[config.mk]
export PLATFORM = sky130hd
export DESIGN_NAME = tcet_ctrl
export DESIGN_NICKNAME = d
export VERILOG_FILES = /design/src/tcet_pkg.sv /design/src/tcet_ctrl.sv
export SDC_FILE = /design/constraint.sdc
export NUM_CORES = 1
export LEC_CHECK = 0
export ABC_AREA = 1
export BUFFER_PORTS_ARGS = -buffer_cell sky130_fd_sc_hd__buf_2
export CORE_AREA = 4 4 41 43
export CTS_CLUSTER_DIAMETER = 50
export DETAILED_ROUTE_END_ITERATION = 16
export DIE_AREA = 0 0 45 47
export GPL_ROUTABILITY_DRIVEN = 0
export PLACE_DENSITY_LB_ADDON = 0.3
export SKIP_CTS_REPAIR_TIMING = 1
export SYNTH_ARGS = -nofsm -noshare
export SYNTH_HDL_FRONTEND = slang
export SYNTH_SLANG_ARGS = --single-unit
[constraint.sdc]
create_clock -name aclk -period 2.1 [get_ports aclk]
set_clock_uncertainty 0.1 [all_clocks]
set_input_delay 0.105 -clock aclk [delete_from_list [all_inputs] [get_ports aclk]]
set_output_delay 0.105 -clock aclk [all_outputs]
set_load 0.005 [all_outputs]
[src/tcet_pkg.sv]
// ----------------------------------------------------------------------------
// tcet_pkg: shared types and constants for the tricorn escape-time pixel
// Q4.28 coordinate format, controller/datapath command bundles, saturation
// and the 16-entry color palette.
// ----------------------------------------------------------------------------
package tcet_pkg;

    localparam int COORD_W = 32;
    localparam int FRAC_W  = COORD_W - 4;
    localparam int PIX_W   = 12;
    localparam int ITER_W  = 10;
    localparam int SIZE_W  = 13;
    localparam int STEP_W  = 31;
    localparam int WIDE_W  = 48;
    localparam int REL_W   = SIZE_W + 2;
    localparam int MAPP_W  = REL_W + COORD_W;

    localparam logic signed [WIDE_W-1:0] Q_MAX_W = WIDE_W'(64'sh7FFF_FFFF);
    localparam logic signed [WIDE_W-1:0] Q_MIN_W = -Q_MAX_W - WIDE_W'(1);
    localparam logic signed [WIDE_W-1:0] ESCAPE_LIMIT = WIDE_W'(64'sd4 <<< FRAC_W);

    typedef struct packed {
        logic load;
        logic map_mul;
        logic map_add;
        logic iter_mul;
        logic iter_upd;
        logic emit;
    } cmd_t;

    typedef struct packed {
        logic at_limit;
        logic escape;
    } status_t;

    function automatic logic signed [COORD_W-1:0] sat_coord(
        input logic signed [WIDE_W-1:0] v
    );
        logic signed [COORD_W-1:0] r;
        if (v > Q_MAX_W) begin
            r = Q_MAX_W[COORD_W-1:0];
        end else if (v < Q_MIN_W) begin
            r = Q_MIN_W[COORD_W-1:0];
        end else begin
            r = v[COORD_W-1:0];
        end
        return r;
    endfunction

    // {red, green, blue}
    function automatic logic [23:0] palette_rgb(input logic [3:0] idx);
        logic [23:0] c;
        case (idx)
            4'd0:    c = {8'd66,  8'd30,  8'd15};
            4'd1:    c = {8'd25,  8'd7,   8'd26};
            4'd2:    c = {8'd9,   8'd1,   8'd47};
            4'd3:    c = {8'd4,   8'd4,   8'd73};
            4'd4:    c = {8'd0,   8'd7,   8'd100};
            4'd5:    c = {8'd12,  8'd44,  8'd138};
            4'd6:    c = {8'd24,  8'd82,  8'd177};
            4'd7:    c = {8'd57,  8'd125, 8'd209};
            4'd8:    c = {8'd134, 8'd181, 8'd229};
            4'd9:    c = {8'd211, 8'd236, 8'd248};
            4'd10:   c = {8'd241, 8'd233, 8'd191};
            4'd11:   c = {8'd248, 8'd201, 8'd95};
            4'd12:   c = {8'd255, 8'd170, 8'd0};
            4'd13:   c = {8'd204, 8'd128, 8'd0};
            4'd14:   c = {8'd153, 8'd87,  8'd0};
            default: c = {8'd106, 8'd52,  8'd3};
        endcase
        return c;
    endfunction

endpackage

[src/tcet_ctrl.sv]
// ----------------------------------------------------------------------------
// tcet_ctrl: sequencing state machine
// Steps one pixel through mapping, the multiply/update iteration loop and
// the hand-off to the output register.
// ----------------------------------------------------------------------------
module tcet_ctrl
    import tcet_pkg::*;
(
    input  logic    aclk,
    input  logic    aresetn,
    input  logic    in_valid,
    output logic    in_ready,
    input  logic    out_free,
    input  status_t status,
    output cmd_t    cmd
);

    typedef enum logic [2:0] {
        ST_IDLE,
        ST_MAP_MUL,
        ST_MAP_ADD,
        ST_ITER_MUL,
        ST_ITER_UPD,
        ST_OUT
    } state_t;

    state_t state_reg, state_next;

    always_comb begin
        state_next = state_reg;
        cmd        = '0;
        in_ready   = 1'b0;
        unique case (state_reg)
            ST_IDLE: begin
                in_ready = 1'b1;
                if (in_valid) begin
                    cmd.load   = 1'b1;
                    state_next = ST_MAP_MUL;
                end
            end
            ST_MAP_MUL: begin
                cmd.map_mul = 1'b1;
                state_next  = ST_MAP_ADD;
            end
            ST_MAP_ADD: begin
                cmd.map_add = 1'b1;
                state_next  = ST_ITER_MUL;
            end
            ST_ITER_MUL: begin
                if (status.at_limit) begin
                    state_next = ST_OUT;
                end else begin
                    cmd.iter_mul = 1'b1;
                    state_next   = ST_ITER_UPD;
                end
            end
            ST_ITER_UPD: begin
                if (status.escape) begin
                    state_next = ST_OUT;
                end else begin
                    cmd.iter_upd = 1'b1;
                    state_next   = ST_ITER_MUL;
                end
            end
            ST_OUT: begin
                if (out_free) begin
                    cmd.emit   = 1'b1;
                    state_next = ST_IDLE;
                end
            end
            default: state_next = ST_IDLE;
        endcase
    end

    always_ff @(posedge aclk) begin
        if (!aresetn) begin
            state_reg <= ST_IDLE;
        end else begin
            state_reg <= state_next;
        end
    end

endmodule

# Yosys cells after proc, flatten, opt, wreduce, memory -nomap -nowiden
# Cells that the tools add are included.
# totals
register_bits,3
output_inout_bits,7
# classes
eq_ne,7
muxes,16
reduce_logical,2
# ops
cell,n
$pmux 3 s6,1
$mux 1,12
$mux 3,3
$eq 3x2->1 const B,2
$eq 3x3->1 const B,2
$ne 2x2->1 const B,2
$eq 3x1->1 const B,1
$logic_not 3->1,1
$reduce_and 2->1,1

# Logic depth before layout (Yosys ltp)
# depth
ltp_word,3
mapped_depth,5

# Least setup slack after synthesis
# Ideal clock, no wire load.
# synth_timing
path_type,flip-flop to flip-flop
start,reg state_reg[0]
end,reg state_reg[0]
t_arrival_ns,0.767
required_time_ns,1.885
slack_ns,1.118
stages_incl_launch_ff,6
synth_period_minus_slack_ns,0.982
path_cell_list,dfxtp_1 -> inv_1 -> nand2_1 -> nand2_1 -> a31oi_1 -> nor2_1
# synth_between
elab_chain_cells,3
# synth_lines
item,line_no,source
"start, declared",tcet_ctrl.sv:27,"state_t state_reg, state_next;"
"start signal, assigned",tcet_ctrl.sv:79,state_reg <= state_next;
$eq 3x3->1 or $logic_not 3->1 (tied branches),tcet_ctrl.sv:33,unique case (state_reg)
$ne 2x2->1 (no source line),n/a,
$reduce_and 2->1 (no source line),n/a,
# Parallel ways exist; a longest one is shown, timed or not.
# A chain may end at the register's enable or synchronous reset.

==> flow_summary_export.csv <==
group,metric,value,unit
synthesis,synth_fp_nets,42,
synthesis,synth_area,203,um2
synthesis,yosysWarnings,0,
grt,grt_pass1_wl,910,um
grt,grt_max_degree,8,
clock_tree,cts_buffers,3,
route,drtIter0Drc,3,
worst_setup_path,required,1.89,ns
route,dr.pass1.iters,4,
die,rows,13,
synthesis,synth_area_leaders,"dfxtp_1, nand3_1, inv_1",
final_layout,largest_reg_flops,3,
place,placed_cell_area,282,um2
route,routedWlPerCell,8.33,um
final_layout,layout_commonest_cell,"buf_2",
run,max-cap-violations,0,
worst_setup_path,critPathMaxStageDelay,0.45,ns
synthesis,synth_area_leader_cell,"dfxtp_1",
timing,hold_viol_final,0,
worst_setup_path,reg2reg_depth,5,
die,die_y,47,um
clock_tree,htreeDepth,1,
clock_tree,clk_pin_slew,0.04,ns
place,dp_hpwl,482,um
synthesis,yosysSeqAreaShare,29.6,%
place,placed_cells,63,
clock_tree,clock_tree.root_cell,"clkbuf_4",
final_layout,n_antenna_cell,0,
synthesis,synth-seq-cells,3,
final_layout,drive_above_1_share,32.7,%
synthesis,avgSynthCellArea,5.63,um2
die,start_util,15.6,%
final_layout,area_delta_synth_final,51.9,%
route,vias,262,
clock_tree,cts_tree,"built",
timing,post-route-worst-setup-slack,0.844,ns
worst_setup_path,crit_fanout,7,
timing,period_share,59.8,%
worst_setup_path,critical_path_class,"reg -> out",
timing,rsz0062_at_grt,"no",
die,die_w,45,um
final_layout,final_core_util,23.7,%
timing,post-route-min-period,1.26,ns
final_layout,finalNetCount,59,
die,die_area,2120,um2
min_path,hold_depth,3,
die,core_area,1300,um2
timing,worst_pin_slew,0.257,ns
outcome,status,"complete, no violations",
place,post-place-ws,1.03,ns
timing,setup_viol,0,
timing,finalSetupTns,0,ns
final_layout,mostFrequentLayoutCells,"buf_2, inv_1, nand3_1, nor2_1, nand2_1",
synthesis,synth_top_area_share,29.6,%
worst_setup_path,reg2reg_to,"state_reg[0]$_SDFFE_PN0P_",
grt,antenna_found_initial,0,
min_path,hp-class,"in -> reg",
timing,fmax,0.796,GHz
route,ant_nets,0,
worst_setup_path,path_buf_inv,3,
clock_tree,cts.sinks,3,
clock_tree,insertion_delay,0.23,ns
worst_setup_path,slowest_stage,"dfxtp_1",
worst_setup_path,endpoint_kind,"primary output",
route,wirelength,558,um
route,via_per_inst,3.91,
min_path,whs_endpoint,"state_reg[0]$_SDFFE_PN0P_",
timing,maxSlewHeadroom,82.8,%
clock_tree,cts_max_path_buffers,2,
worst_setup_path,arrival,1.05,ns
grt,grt_remaining_overflow,0,
die,ioPinCount,13,
power,vdd_ir_drop_max,0.000352,V
worst_setup_path,crit_chain,"inv_2 -> nand3_1 -> inv_1 -> buf_2",
power,power_density,757,nW/um2
final_layout,fin_cells,67,
timing,maxSlewViolCount,0,
power,p_leak,0.190,nW
synthesis,netlist_instances,36,
final_layout,stdcell_area,308,um2
worst_setup_path,r2r_start,"state_reg[0]$_SDFFE_PN0P_",
grt,grt_pass1_vias,247,
power,total_power,233,uW
place,portBuffers,12,
worst_setup_path,rrSetupSlack,1.02,ns
worst_setup_path,start_kind,"register",
worst_setup_path,crit_family,"flip-flops",
timing,whs,0.0343,ns
route,drc,0,
synthesis,synth_cell_types,9,
min_path,min_from,"aresetn",
grt,track_usage,6.32,%
-- power by group --
group | leakage (nW) | internal [mW] | switching [mW]
clock | 0.0150 | 0.0710 | 0.0269
sequential | 0.0247 | 0.0642 | 0.00971
combinational | 0.150 | 0.0276 | 0.0336
total | 0.190 | 0.163 | 0.0702
-- worst max path at each step --
stage	start	endpoint	slack (ns)	cells after the start
5_1_grt	state_reg[2]$_SDFFE_PN0P_	cmd[4]	0.73	4
6_report	state_reg[2]$_SDFFE_PN0P_	cmd[4]	0.84	4
3_3_place_gp	state_reg[0]$_SDFFE_PN0P_	state_reg[0]$_SDFFE_PN0P_	1.04	5
4_1_cts	state_reg[2]$_SDFFE_PN0P_	cmd[4]	0.83	4
3_5_place_dp	state_reg[0]$_SDFFE_PN0P_	state_reg[0]$_SDFFE_PN0P_	1.03	5
2_1_floorplan	state_reg[0]$_SDFFE_PN0P_	state_reg[0]$_SDFFE_PN0P_	1.12	5
-- layer usage --
metal	vias to the layer above	track usage [%]	wire length (um)
met4	0	0	0
met1	108	7.73	279
met5	-	0	0
met3	0	5.75	64
li1	144	-	-
met2	10	8.76	214
-- layout make-up --
cell class	instances	area [um2]
tap	15	18.8
timing repair buffer	12	60.1
clock buffer	4	26.3
fill	163	993
multi-input combinational	23	105
inverter	10	37.5
sequential	3	60.1
-- cell families (layout without fill, tap and decap cells) --
| family | count (synthesis) | after routing | synth area share, % |
|---|---|---|---|
| and+or+nand+nor | 21 | 21 | 45.7 |
| buffers and inverters | 10 | 26 | 18.5 |
| DFF | 3 | 3 | 29.6 |
| AOI/OAI and AO/OA | 2 | 2 | 6.17 |
-- tightest hold or removal path: cells and delay by family --
family	cells	cell delay, ns
buf+inv	2	0.13
simple gates	1	0.09
-- cell usage after synthesis --
cell / instances
a31oi_1: 2
nand2_1: 4
nor3_1: 1
nand3_1: 8
inv_1: 9
inv_2: 1
dfxtp_1: 3
nor2_2: 1
nor2_1: 7
Power figures use the tool's default switching activity.
